File: src/hdl/slbck_pkg.sv
// shared types, constants and helpers for the sprite line blitter
package slbck_pkg;

   localparam int MAX_LINE_PIXELS_DEF = 512;
   localparam int QUEUE_DEPTH         = 4;
   localparam int CSR_INDEX_W         = 3;
   localparam int CSR_DATA_W          = 10;

   localparam logic [5:0] KEY_COLOR_RESET   = 6'd12;
   localparam logic [9:0] LINE_PIXELS_RESET = 10'd1;

   typedef enum logic [CSR_INDEX_W-1:0] {
      REG_PIXEL_PHASE = 3'd0,
      REG_KEYED_MODE  = 3'd1,
      REG_KEY_COLOR   = 3'd2,
      REG_LINE_PIXELS = 3'd3,
      REG_SKIP_FIRST  = 3'd4
   } csr_index_type;

   // byte lane that holds each logical pixel position
   typedef logic [1:0] lane_type;
   localparam lane_type LANE_OF_POS [4] = '{2'd2, 2'd3, 2'd0, 2'd1};

   // one queue entry, from one accepted source word, turns into one or two destination words
   typedef struct packed {
      logic [31:0] data0;
      logic [3:0]  en0;
      logic [31:0] data1;
      logic [3:0]  en1;
      logic        two;
      logic        last;
   } entry_type;

   function automatic logic [7:0] get_pixel(input logic [31:0] word, input logic [1:0] pos);
      logic [7:0] px;
      case (LANE_OF_POS[pos])
         2'd0:    px = word[7:0];
         2'd1:    px = word[15:8];
         2'd2:    px = word[23:16];
         default: px = word[31:24];
      endcase
      return px;
   endfunction

endpackage

File: src/hdl/sprite_line_blitter_color_key_top.sv
// top level of the sprite line blitter with color key
// Takes one 32-bit source word per clock (four 8-bit pixels, pixels 0..3 in
// bytes 2,3,0,1), splices it with the previous word to shift the line by the
// destination pixel phase, and returns destination words with byte enables;
// in keyed mode pixels whose low six bits match the key are not written.
// A source word is taken every cycle while the four-entry result queue has
// room; each word gives zero or one result, and the last word of a line up to
// two, so the output port issues one result per cycle while rsp_tready is high.
// Each result passes through a queue slot and the output register. The user
// must write registers through the csr port between lines; the block does not enforce it.
module sprite_line_blitter_color_key_top import slbck_pkg::*; #(
   parameter int MAX_LINE_PIXELS = MAX_LINE_PIXELS_DEF
) (
   input  logic                   clock,
   input  logic                   reset,
   input  logic                   req_tvalid,
   output logic                   req_tready,
   input  logic [31:0]            req_tdata,   // [31:0] src_word
   input  logic                   req_tlast,   // line_end
   output logic                   rsp_tvalid,
   input  logic                   rsp_tready,
   output logic [39:0]            rsp_tdata,   // [31:0] write_data, [35:32] byte_enable
   output logic                   rsp_tlast,   // line_done
   input  logic                   csr_valid,
   output logic                   csr_ready,
   input  logic [CSR_INDEX_W-1:0] csr_index,
   input  logic [CSR_DATA_W-1:0]  csr_data
);

   logic        q_full;
   logic        q_push;
   entry_type   q_entry;
   entry_type   q_head;
   logic        q_empty;
   logic        q_pop;
   logic [31:0] write_data;
   logic [3:0]  byte_enable;

   slbck_front #(
      .MAX_LINE_PIXELS(MAX_LINE_PIXELS)
   ) u_front (
      .clock      (clock),
      .reset      (reset),
      .req_tvalid (req_tvalid),
      .req_tready (req_tready),
      .src_word   (req_tdata),
      .line_end   (req_tlast),
      .csr_valid  (csr_valid),
      .csr_ready  (csr_ready),
      .csr_index  (csr_index),
      .csr_data   (csr_data),
      .q_full     (q_full),
      .q_push     (q_push),
      .q_entry    (q_entry)
   );

   slbck_queue #(
      .DEPTH(QUEUE_DEPTH)
   ) u_queue (
      .clock      (clock),
      .reset      (reset),
      .push       (q_push),
      .push_entry (q_entry),
      .full       (q_full),
      .pop        (q_pop),
      .head       (q_head),
      .empty      (q_empty)
   );

   slbck_back u_back (
      .clock       (clock),
      .reset       (reset),
      .head        (q_head),
      .empty       (q_empty),
      .pop         (q_pop),
      .rsp_tvalid  (rsp_tvalid),
      .rsp_tready  (rsp_tready),
      .write_data  (write_data),
      .byte_enable (byte_enable),
      .line_done   (rsp_tlast)
   );

   assign rsp_tdata = {4'd0, byte_enable, write_data};

endmodule

File: src/hdl/slbck_front.sv
// front end: config registers, line state and per-word lane splice with color key
module slbck_front import slbck_pkg::*; #(
   parameter int MAX_LINE_PIXELS = MAX_LINE_PIXELS_DEF
) (
   input  logic                   clock,
   input  logic                   reset,
   input  logic                   req_tvalid,
   output logic                   req_tready,
   input  logic [31:0]            src_word,
   input  logic                   line_end,
   input  logic                   csr_valid,
   output logic                   csr_ready,
   input  logic [CSR_INDEX_W-1:0] csr_index,
   input  logic [CSR_DATA_W-1:0]  csr_data,
   input  logic                   q_full,
   output logic                   q_push,
   output entry_type              q_entry
);

   localparam int LW = $clog2(MAX_LINE_PIXELS + 1);

   logic [1:0]    phase_ff, phase_in;
   logic          keyed_ff, keyed_in;
   logic [5:0]    key_ff, key_in;
   logic [9:0]    line_pixels_ff, line_pixels_in;
   logic          skip_ff, skip_in;

   logic [31:0]   prev_ff, prev_in;
   logic [LW-1:0] left_ff, left_in;
   logic          started_ff, started_in;

   logic          accept;
   logic [7:0]    win_px [8];
   logic [LW-1:0] left0, left1, left2;
   logic          skip_eff;
   logic          main_en;
   logic [2:0]    main_base;
   logic [1:0]    main_qlo;
   logic [2:0]    used0, used1;
   logic [31:0]   main_data, flush_data;
   logic [3:0]    main_en_bits, flush_en_bits;
   logic          vis0_any, vis1_any;

   assign accept     = req_tvalid && req_tready;
   assign req_tready = !q_full;
   assign csr_ready  = 1'b1;

   // configuration
   always_comb begin
      phase_in       = phase_ff;
      keyed_in       = keyed_ff;
      key_in         = key_ff;
      line_pixels_in = line_pixels_ff;
      skip_in        = skip_ff;
      if (csr_valid) begin
         unique case (csr_index_type'(csr_index))
            REG_PIXEL_PHASE: phase_in       = csr_data[1:0];
            REG_KEYED_MODE:  keyed_in       = csr_data[0];
            REG_KEY_COLOR:   key_in         = csr_data[5:0];
            REG_LINE_PIXELS: line_pixels_in = csr_data[9:0];
            REG_SKIP_FIRST:  skip_in        = csr_data[0];
            default: ;
         endcase
      end
   end

   // pixel window: previous word then current word
   always_comb begin
      for (int i = 0; i < 4; i++) begin
         win_px[i]     = get_pixel(prev_ff, 2'(i));
         win_px[i + 4] = get_pixel(src_word, 2'(i));
      end
   end

   always_comb begin
      if (started_ff) begin
         left0 = left_ff;
      end else if ({22'd0, line_pixels_ff} > 32'(MAX_LINE_PIXELS)) begin
         left0 = LW'(MAX_LINE_PIXELS);
      end else begin
         left0 = LW'(line_pixels_ff);
      end
      skip_eff  = skip_ff && (phase_ff != 2'd0);
      main_en   = started_ff || !skip_eff;
      main_base = (!started_ff && phase_ff == 2'd0) ? 3'd4 : 3'(3'd4 - {1'b0, phase_ff});
      main_qlo  = started_ff ? 2'd0 : phase_ff;
   end

   // destination word built from the spliced window
   always_comb begin
      logic       vis;
      logic       keep;
      logic [7:0] px;
      logic [2:0] rank;
      used0        = 3'd0;
      main_data    = 32'd0;
      main_en_bits = 4'd0;
      for (int q = 0; q < 4; q++) begin
         rank = 3'(q) - {1'b0, main_qlo};
         vis  = main_en && (2'(q) >= main_qlo) && (LW'(rank) < left0);
         px   = win_px[3'(main_base + 3'(q))];
         keep = !(keyed_ff && px[5:0] == key_ff);
         if (vis) begin
            used0 = used0 + 3'd1;
            if (keep) begin
               main_data[8*LANE_OF_POS[q] +: 8] = px;
               main_en_bits[LANE_OF_POS[q]]     = 1'b1;
            end
         end
      end
      vis0_any = (used0 != 3'd0);
      left1    = left0 - LW'(used0);
   end

   // flush word: tail pixels of the current word on line end
   always_comb begin
      logic       vis;
      logic       keep;
      logic [7:0] px;
      used1         = 3'd0;
      flush_data    = 32'd0;
      flush_en_bits = 4'd0;
      for (int q = 0; q < 4; q++) begin
         vis  = line_end && (phase_ff != 2'd0) && (2'(q) < phase_ff) && (LW'(q) < left1);
         px   = win_px[{1'b1, 2'(2'(q) - phase_ff)}];
         keep = !(keyed_ff && px[5:0] == key_ff);
         if (vis) begin
            used1 = used1 + 3'd1;
            if (keep) begin
               flush_data[8*LANE_OF_POS[q] +: 8] = px;
               flush_en_bits[LANE_OF_POS[q]]     = 1'b1;
            end
         end
      end
      vis1_any = (used1 != 3'd0);
      left2    = left1 - LW'(used1);
   end

   always_comb begin
      q_entry.data0 = vis0_any ? main_data : flush_data;
      q_entry.en0   = vis0_any ? main_en_bits : flush_en_bits;
      q_entry.data1 = flush_data;
      q_entry.en1   = flush_en_bits;
      q_entry.two   = vis0_any && vis1_any;
      q_entry.last  = line_end;
      // an end word with no pixels still yields one empty terminal result
      q_push        = accept && (vis0_any || vis1_any || line_end);
   end

   always_comb begin
      prev_in    = prev_ff;
      left_in    = left_ff;
      started_in = started_ff;
      if (accept) begin
         prev_in    = src_word;
         left_in    = left2;
         started_in = !line_end;
      end
   end

   always_ff @(posedge clock) begin
      if (reset) begin
         phase_ff       <= 2'd0;
         keyed_ff       <= 1'b0;
         key_ff         <= KEY_COLOR_RESET;
         line_pixels_ff <= LINE_PIXELS_RESET;
         skip_ff        <= 1'b0;
         prev_ff        <= 32'd0;
         left_ff        <= '0;
         started_ff     <= 1'b0;
      end else begin
         phase_ff       <= phase_in;
         keyed_ff       <= keyed_in;
         key_ff         <= key_in;
         line_pixels_ff <= line_pixels_in;
         skip_ff        <= skip_in;
         prev_ff        <= prev_in;
         left_ff        <= left_in;
         started_ff     <= started_in;
      end
   end

endmodule

File: src/hdl/slbck_queue.sv
// short queue of result entries between front and back
module slbck_queue import slbck_pkg::*; #(
   parameter int DEPTH = QUEUE_DEPTH
) (
   input  logic      clock,
   input  logic      reset,
   input  logic      push,
   input  entry_type push_entry,
   output logic      full,
   input  logic      pop,
   output entry_type head,
   output logic      empty
);

   localparam int AW = (DEPTH > 1) ? $clog2(DEPTH) : 1;
   localparam int CW = $clog2(DEPTH + 1);

   entry_type     slot_ff [DEPTH];
   logic [AW-1:0] wr_ptr_ff, wr_ptr_in;
   logic [AW-1:0] rd_ptr_ff, rd_ptr_in;
   logic [CW-1:0] count_ff, count_in;

   assign full  = (count_ff == CW'(DEPTH));
   assign empty = (count_ff == '0);
   assign head  = slot_ff[rd_ptr_ff];

   always_comb begin
      wr_ptr_in = wr_ptr_ff;
      rd_ptr_in = rd_ptr_ff;
      count_in  = count_ff;
      if (push) begin
         wr_ptr_in = (wr_ptr_ff == AW'(DEPTH - 1)) ? '0 : wr_ptr_ff + AW'(1);
      end
      if (pop) begin
         rd_ptr_in = (rd_ptr_ff == AW'(DEPTH - 1)) ? '0 : rd_ptr_ff + AW'(1);
      end
      if (push && !pop) begin
         count_in = count_ff + CW'(1);
      end else if (pop && !push) begin
         count_in = count_ff - CW'(1);
      end
   end

   always_ff @(posedge clock) begin
      if (reset) begin
         wr_ptr_ff <= '0;
         rd_ptr_ff <= '0;
         count_ff  <= '0;
      end else begin
         wr_ptr_ff <= wr_ptr_in;
         rd_ptr_ff <= rd_ptr_in;
         count_ff  <= count_in;
      end
   end

   always_ff @(posedge clock) begin
      if (push) begin
         slot_ff[wr_ptr_ff] <= push_entry;
      end
   end

`ifndef NO_ASSERTIONS
   a_no_overflow: assert property (@(posedge clock) disable iff (reset) push |-> !full)
      else $error("queue push while full");
   a_no_underflow: assert property (@(posedge clock) disable iff (reset) pop |-> !empty)
      else $error("queue pop while empty");
   a_count_tracks: assert property (@(posedge clock) disable iff (reset)
      (push && !pop) |=> (count_ff == $past(count_ff) + CW'(1)))
      else $error("queue count did not follow push");
   a_ptr_gap: assert property (@(posedge clock) disable iff (reset)
      (count_ff == '0) |-> (wr_ptr_ff == rd_ptr_ff))
      else $error("queue pointers disagree on empty");
`endif

endmodule

File: src/hdl/slbck_back.sv
// back end: unpacks queue entries into single result transactions
module slbck_back import slbck_pkg::*; (
   input  logic        clock,
   input  logic        reset,
   input  entry_type   head,
   input  logic        empty,
   output logic        pop,
   output logic        rsp_tvalid,
   input  logic        rsp_tready,
   output logic [31:0] write_data,
   output logic [3:0]  byte_enable,
   output logic        line_done
);

   logic        valid_ff, valid_in;
   logic        half_ff, half_in;
   logic [31:0] data_ff, data_in;
   logic [3:0]  be_ff, be_in;
   logic        done_ff, done_in;
   logic        load;

   assign load = !empty && (!valid_ff || rsp_tready);
   assign pop  = load && (!head.two || half_ff);

   always_comb begin
      valid_in = valid_ff;
      half_in  = half_ff;
      data_in  = data_ff;
      be_in    = be_ff;
      done_in  = done_ff;
      if (load) begin
         valid_in = 1'b1;
         if (head.two && !half_ff) begin
            data_in = head.data0;
            be_in   = head.en0;
            done_in = 1'b0;
            half_in = 1'b1;
         end else begin
            data_in = half_ff ? head.data1 : head.data0;
            be_in   = half_ff ? head.en1 : head.en0;
            done_in = head.last;
            half_in = 1'b0;
         end
      end else if (rsp_tready) begin
         valid_in = 1'b0;
      end
   end

   always_ff @(posedge clock) begin
      if (reset) begin
         valid_ff <= 1'b0;
         half_ff  <= 1'b0;
      end else begin
         valid_ff <= valid_in;
         half_ff  <= half_in;
      end
   end

   always_ff @(posedge clock) begin
      data_ff <= data_in;
      be_ff   <= be_in;
      done_ff <= done_in;
   end

   assign rsp_tvalid  = valid_ff;
   assign write_data  = data_ff;
   assign byte_enable = be_ff;
   assign line_done   = done_ff;

`ifndef NO_ASSERTIONS
   a_half_needs_pair: assert property (@(posedge clock) disable iff (reset)
      half_ff |-> (!empty && head.two))
      else $error("second half pending without a paired entry");
   a_first_half_not_done: assert property (@(posedge clock) disable iff (reset)
      $rose(half_ff) |-> !done_ff)
      else $error("first word of a pair flagged as line end");
   a_hold_on_stall: assert property (@(posedge clock) disable iff (reset)
      (valid_ff && !rsp_tready) |=> $stable(data_ff) && $stable(done_ff))
      else $error("result changed while stalled");
`endif

endmodule

File: config.mk
export PLATFORM = sky130hd
export DESIGN_NAME = sprite_line_blitter_color_key_top
export DESIGN_NICKNAME = d
export VERILOG_FILES = /design/src/hdl/slbck_pkg.sv /design/src/hdl/sprite_line_blitter_color_key_top.sv /design/src/hdl/slbck_front.sv /design/src/hdl/slbck_queue.sv /design/src/hdl/slbck_back.sv
export SDC_FILE = /design/constraint.sdc
export NUM_CORES = 1
export LEC_CHECK = 0
export BUFFER_PORTS_ARGS = -buffer_cell sky130_fd_sc_hd__buf_2
export CAP_MARGIN = 30
export CORE_MARGIN = 2
export CORE_UTILIZATION = 41
export DETAILED_ROUTE_END_ITERATION = 8
export GPL_TIMING_DRIVEN = 1
export MAX_ROUTING_LAYER = met4
export PLACE_DENSITY = 0.65
export SYNTH_ARGS = -nofsm -noshare
export SYNTH_HDL_FRONTEND = slang
export SYNTH_SLANG_ARGS = --single-unit
File: constraint.sdc
create_clock -name clock -period 9.15 [get_ports clock]
set_clock_uncertainty 0.1 [all_clocks]
set_input_delay 0.4575 -clock clock [delete_from_list [all_inputs] [get_ports clock]]
set_output_delay 0.4575 -clock clock [all_outputs]
set_load 0.01 [all_outputs]
* Word-level counts from Yosys, hierarchy flattened *
Memory sizes are Yosys's and may differ from the RTL's. A register that Yosys moved wholly into a read port is not among the register bits.
Cells that the tools add are included.

word-level totals
  memories kept = 1
  word-level logic and storage cells = 237
  RAM bits = 296
  input port bits = 51
  bits in registers = 109
  output and inout bits = 44

operators by class
  muxes and demuxes = 85
  magnitude comparators = 25
  add/subtract/negate cells = 24
  reduce and logical (&&, ||, !) cells = 63
  equal/unequal tests = 15
  bitwise gates (word level) = 8

memory list
  name             words  bits a word  read ports  clocked after Yosys merged registers in  write ports  line               RTL
  u_queue.slot_ff  4      74           1           1                                        1            slbck_queue.sv:18  entry_type slot_ff [DEPTH];

operators by type and width
  operator                count
  $mux W8                 32
  $bmux W8 S3             8
  $mux W32                3
  $eq A6 B6 Y1            8
  $lt A3 B10 Y1           4
  $logic_and A1 B1 Y1     35
  $ge A4 B4 Y1 const B    8
  $not A3 Y4              8
  $mux W3                 9
  $mux W1                 23
  $lt A1 B10 Y1 const A   2
  $lt A2 B10 Y1 const A   2
  $mux W10                2
  $sub A10 B3 Y10         2
  $add A3 B1 Y3 const B   6
  $mux W4                 3
  $gt A10 B10 Y1 const B  1
  $logic_not A1 Y1        10
  $mux W2                 5
  $reduce_and A2 Y1       5
  $add A3 B2 Y3 const B   2
  $eq A3 B2 Y1 const B    2
  $eq A3 B3 Y1 const B    2
  $logic_not A3 Y1        2
  other kinds (18)        36

* Logic depth before layout (Yosys ltp) *
  word-level depth = 31
  gate-level depth with buffers = 37
  mapped depth without buffers = 33

* By module *
Synthesis repeated with hierarchy kept, for this count alone.

unflattened totals
  cells, all modules = 1430
  area, all modules = 20652.3 um2

modules (own cells, without submodules)
  module                             area an instance (um2)  cells each  sequential area each (um2)  instances
  slbck_queue                        11120.7                 430         9068.7                      1
  slbck_front                        7692.4                  906         1261.2                      1
  slbck_back                         1805.5                  89          1151.1                      1
  sprite_line_blitter_color_key_top  33.8                    5           0.0                         1

* Least setup slack after synthesis *
No wires, ideal clock.

  kind = reg-to-reg
  from = register u_front.phase_ff[0]
  to = memory u_queue.slot_ff[0][0] (netlist name) (enable)
  path buffers = 5
  library setup time = 0.430 ns
  cell stages (with the launch flop) = 28
  required time = 8.620 ns
  arrival = 8.182 ns
  clock period less this slack = 8.712 ns
  path slack = 0.438 ns
  cells stage by stage = dfxtp_1 buf_4 buf_4 buf_4 buf_1 nand2b_1 ha_1 ha_1 a31oi_1 o311ai_0 ha_1 xor2_1 ha_1 mux2i_1 ha_1 nor2b_1 o21ai_0 and4_1 mux2_2 and3_1 buf_6 a31o_2 ha_1 a211oi_1 a211o_1 a311oi_2 a31oi_4 and2_1

on the way
  word-level cells in the longest chain between the ends = 29
  elaborated cells on any way between the ends = 64
  those cells by class = add/sub: 11; order compare: 16; mux: 11; reduce/logical: 26

RTL lines
  item                                                    line                                     RTL
  start, declared                                         slbck_front.sv:22                        logic [1:0] phase_ff, phase_in;
  start signal, assigned                                  slbck_front.sv:172                       phase_ff <= phase_in;
  branches (longest 24 deep; another with $lt A3 B10 Y1)  --
  $logic_or A1 B1 Y1 (*) (2 in a row)                     slbck_front.sv:147                       q_push = accept && (vis0_any || vis1_any || line_end);
  $logic_and A1 B1 Y1 (*)                                 slbck_front.sv:147
  via q_push                                              sprite_line_blitter_color_key_top.sv:31  logic q_push;
  $mux W1 (*)                                             slbck_queue.sv:57                        if (push) begin
  $mux W1 (not written as such) (*)                       slbck_queue.sv:58                        slot_ff[wr_ptr_ff] <= push_entry;
  end, declared                                           slbck_queue.sv:18

Mark *: on every way through the listed nets, which the timed path passes.

* Final worst setup path *
  from = register u_front.phase_ff[1]
  to = memory u_queue.slot_ff[2][35] (netlist name) (enable)

The elaborated chain is that of the path after synthesis.

==> qor.yml <==
route:
  drt_pre_antenna_iters: 5
  routedWlPerCell_um: 22.6
  wl_um: 46500
  ant_nets: 0
  drtIter0Drc: 1213
  vias: 11900
  viasPerCell: 5.80
  drc: 0
floorplan:
  die_area_sq_um: 46900
  start_util_pct: 41.7
  io_pins: 95
  fp.dieW_um: 216
  rows: 77
  die_height_um: 216
  core_region_area_sq_um: 44400
synthesis:
  ys_async_sr_fraction_pct: 0
  synthesis.area_sq_um: 18500
  syn_avg_cell_area_sq_um: 13.6
  synth_top_cell_area_share_pct: 48.2
  yosysTopAreaCell: "edfxtp_1"
  synth_ff_type: "edfxtp_1"
  netlist_instances: 1359
  yosys_warnings: 0
  ys_seq_area_share_pct: 56.2
  ys_ff_latch: 371
  synthTopCellsByArea: "edfxtp_1, mux4_2, dfxtp_1"
  synth_cell_type_count: 83
  synth_edf_count: 297
pwr:
  power_frac_seq_pct: 39.5
  p_leak_nw: 7.08
  power_density_nw_per_um2: 310
  p_int_mw: 4.37
  p_comb_share_pct: 34.3
  net-switching-power_mw: 2.12
  power_frac_clock_pct: 26.2
  swShare_pct: 32.6
  ir_worst_vdd_mv: 0.145
global_routing:
  grt_max_degree: 75
  antenna_found_initial: 3
  grt_pass1_vias: 11800
  grtUsageTotal_pct: 20.7
  grt.overflow.total: 0
  grt_first_pass_wirelength_um: 72700
setup_path:
  end_kind: "register"
  startpoint_type: "register"
  required_ps: 9240
  cp.arrival_ps: 8550
  path_class: "register to register"
  critPathMaxFanout: 30
  ff2ff_setup_slack_ps: 690
outcome:
  status: "completed"
timing:
  tns_ps: 0
  setup_viol: 0
  period_share_pct: 92.4
  rsz0062_at_grt: "no"
  slew_violations: 0
  fmax_mhz: 118
  relSlewSlack_pct: 34.2
  final_hold_viol_count: 0
  min_period_ps: 8460
  tightest_slew_ps: 968
clock_network:
  cts_hold_buf: 0
  cts.sinks: 371
  cts-htree-levels: 2
  insertion_delay_ps: 570
  cts_tree: "yes"
  clk_pin_slew_ps: 50
  ctsRootBufferMaster: "clkbuf_16"
  clockBufferDepth: 3
  postCtsSetupRepairBufs: 0
  numCtsBuffers: 41
layout:
  final_cell_mix: "edfxtp_1, nand2_1, mux4_2"
  fillers: 3843
  area_growth_pct: 13.2
  fin_nets: 1516
  final_common_cell: "edfxtp_1"
  drive_above_1_share_pct: 24.1
  final_util_pct: 47.2
placement:
  portBuffers: 89
  place_congestion: 0.916
  dp_hpwl_um: 31300
run:
  drv_cap: 0
min_path:
  hold_class: "input port to register"
cell families (layout without fill, tap and decap cells):
logic type	after synthesis	count (layout)	synth area share [%]
xor+xnor	60	60	2.84
flops	371	371	56.2
compound gates	217	217	8.49
other cells	2	8	0.0406
simple gates	369	369	9.66
buf+inv	120	223	2.89
mux	188	188	17.6
fa+ha+maj	32	32	2.27
power groups by stage:
stage | sequential, mW | combinational [mW] | clock (mW)
after floorplan | 2.57 | 1.59 | 0
after CTS | 2.58 | 2.24 | 1.73
after detailed placement | 2.61 | 2.23 | 0
final | 2.56 | 2.23 | 1.70
after global placement | 2.59 | 2.20 | 0
after global routing | 2.61 | 2.44 | 1.81
cell type report:
| type | instances | area, sq um | share of cell area (%) |
|---|---|---|---|
| sequential | 371 | 10400 | 49.7 |
| multi-input combinational | 871 | 7590 | 36.2 |
| clock buffer | 46 | 1040 | 4.99 |
| tap | 592 | 741 | 3.53 |
| timing repair buffer | 118 | 711 | 3.39 |
| clock inverter | 28 | 335 | 1.60 |
| inverter | 31 | 116 | 0.555 |
| antenna | 3 | 7.51 | 0.0358 |
flip-flops by register name, summed over array words and instances (netlist names), 2 cells and up, named ones only:
register,cells
u_front.key_ff,6
u_back.write_data,32
u_front.phase_ff,2
u_front.prev_ff,32
u_front.line_pixels_ff,10
u_back.byte_enable,4
u_queue.wr_ptr_ff,2
u_queue.slot_ff,260
u_queue.count_ff,3
u_queue.rd_ptr_ff,2
u_front.left_ff,10
critical path, cell delays in order (launching register included):
cell	delay, ps
dfxtp_1	720
inv_1	230
nor2_1	340
inv_1	110
ha_1	320
ha_1	280
a31oi_1	70
o311ai_1	430
ha_1	380
xor2_1	270
ha_1	300
mux2i_1	230
ha_1	270
nor2b_1	140
o21ai_0	450
and4_1	340
mux2_2	360
and3_1	270
a31o_2	280
ha_1	390
a21o_1	210
a31oi_1	190
a311oi_2	90
a31oi_4	290
and2_2	500
buf_4	480
timing repair:
item                                   in CTS  in global routing
gates resized for setup                     0                  1
setup endpoints to repair                   0                119
endpoints found under the hold margin       0                  0
stage by stage:
| step | hold slack [ps] | cell area, sq um | power [mW] | setup WS, ps | std cells |
|---|---|---|---|---|---|
| CTS | 0.148 | 20900 | 6.55 | 544 | 2054 |
| floorplan | 336 | 18500 | 4.16 | 438 | 1362 |
| global route | 20.9 | 21000 | 6.86 | 78.5 | 2059 |
| detailed placement | 349 | 19500 | 4.83 | 585 | 1980 |
| global placement | 345 | 19500 | 4.79 | 844 | 1979 |
| finish | 26.9 | 21000 | 6.49 | 692 | 2060 |
worst paths after layout:
check                                    startpoint                   endpoint  depth (start not counted)
worst max-delay path            u_front.phase_ff[1]     u_queue.slot_ff[2][35]                         25
worst min register to register  u_front.prev_ff[12]        u_front.prev_ff[12]                          2
worst min-delay path                    csr_data[6]  u_front.line_pixels_ff[6]                          3
worst max register to register  u_front.phase_ff[1]     u_queue.slot_ff[2][35]                         25
synthesized netlist by cell type, types with 17 or more instances:
cell,count
edfxtp_1,297
nand2_1,140
mux4_2,107
dfxtp_1,74
a21oi_1,65
nor2_1,65
mux2i_1,49
clkbuf_1,39
and2_1,37
xor2_1,32
mux2_2,31
inv_1,29
ha_1,28
xnor2_1,28
buf_1,25
nand3_1,25
nor2b_1,24
o2bb2ai_1,22
a31oi_1,20
a211oi_1,17
and3_1,17
metal layers:
layer | wire length [um] | vias to the layer above | share of wire [%] | track usage [%]
met3 | 3340 | 80 | 7.2 | 3.44
met5 | 0 | - | 0 | -
met2 | 21800 | 426 | 47 | 31.4
met4 | 1280 | 0 | 2.7 | 6.53
li1 | - | 5370 | - | -
met1 | 20200 | 6067 | 43 | 28.6
(Power assumes the default switching activity.)
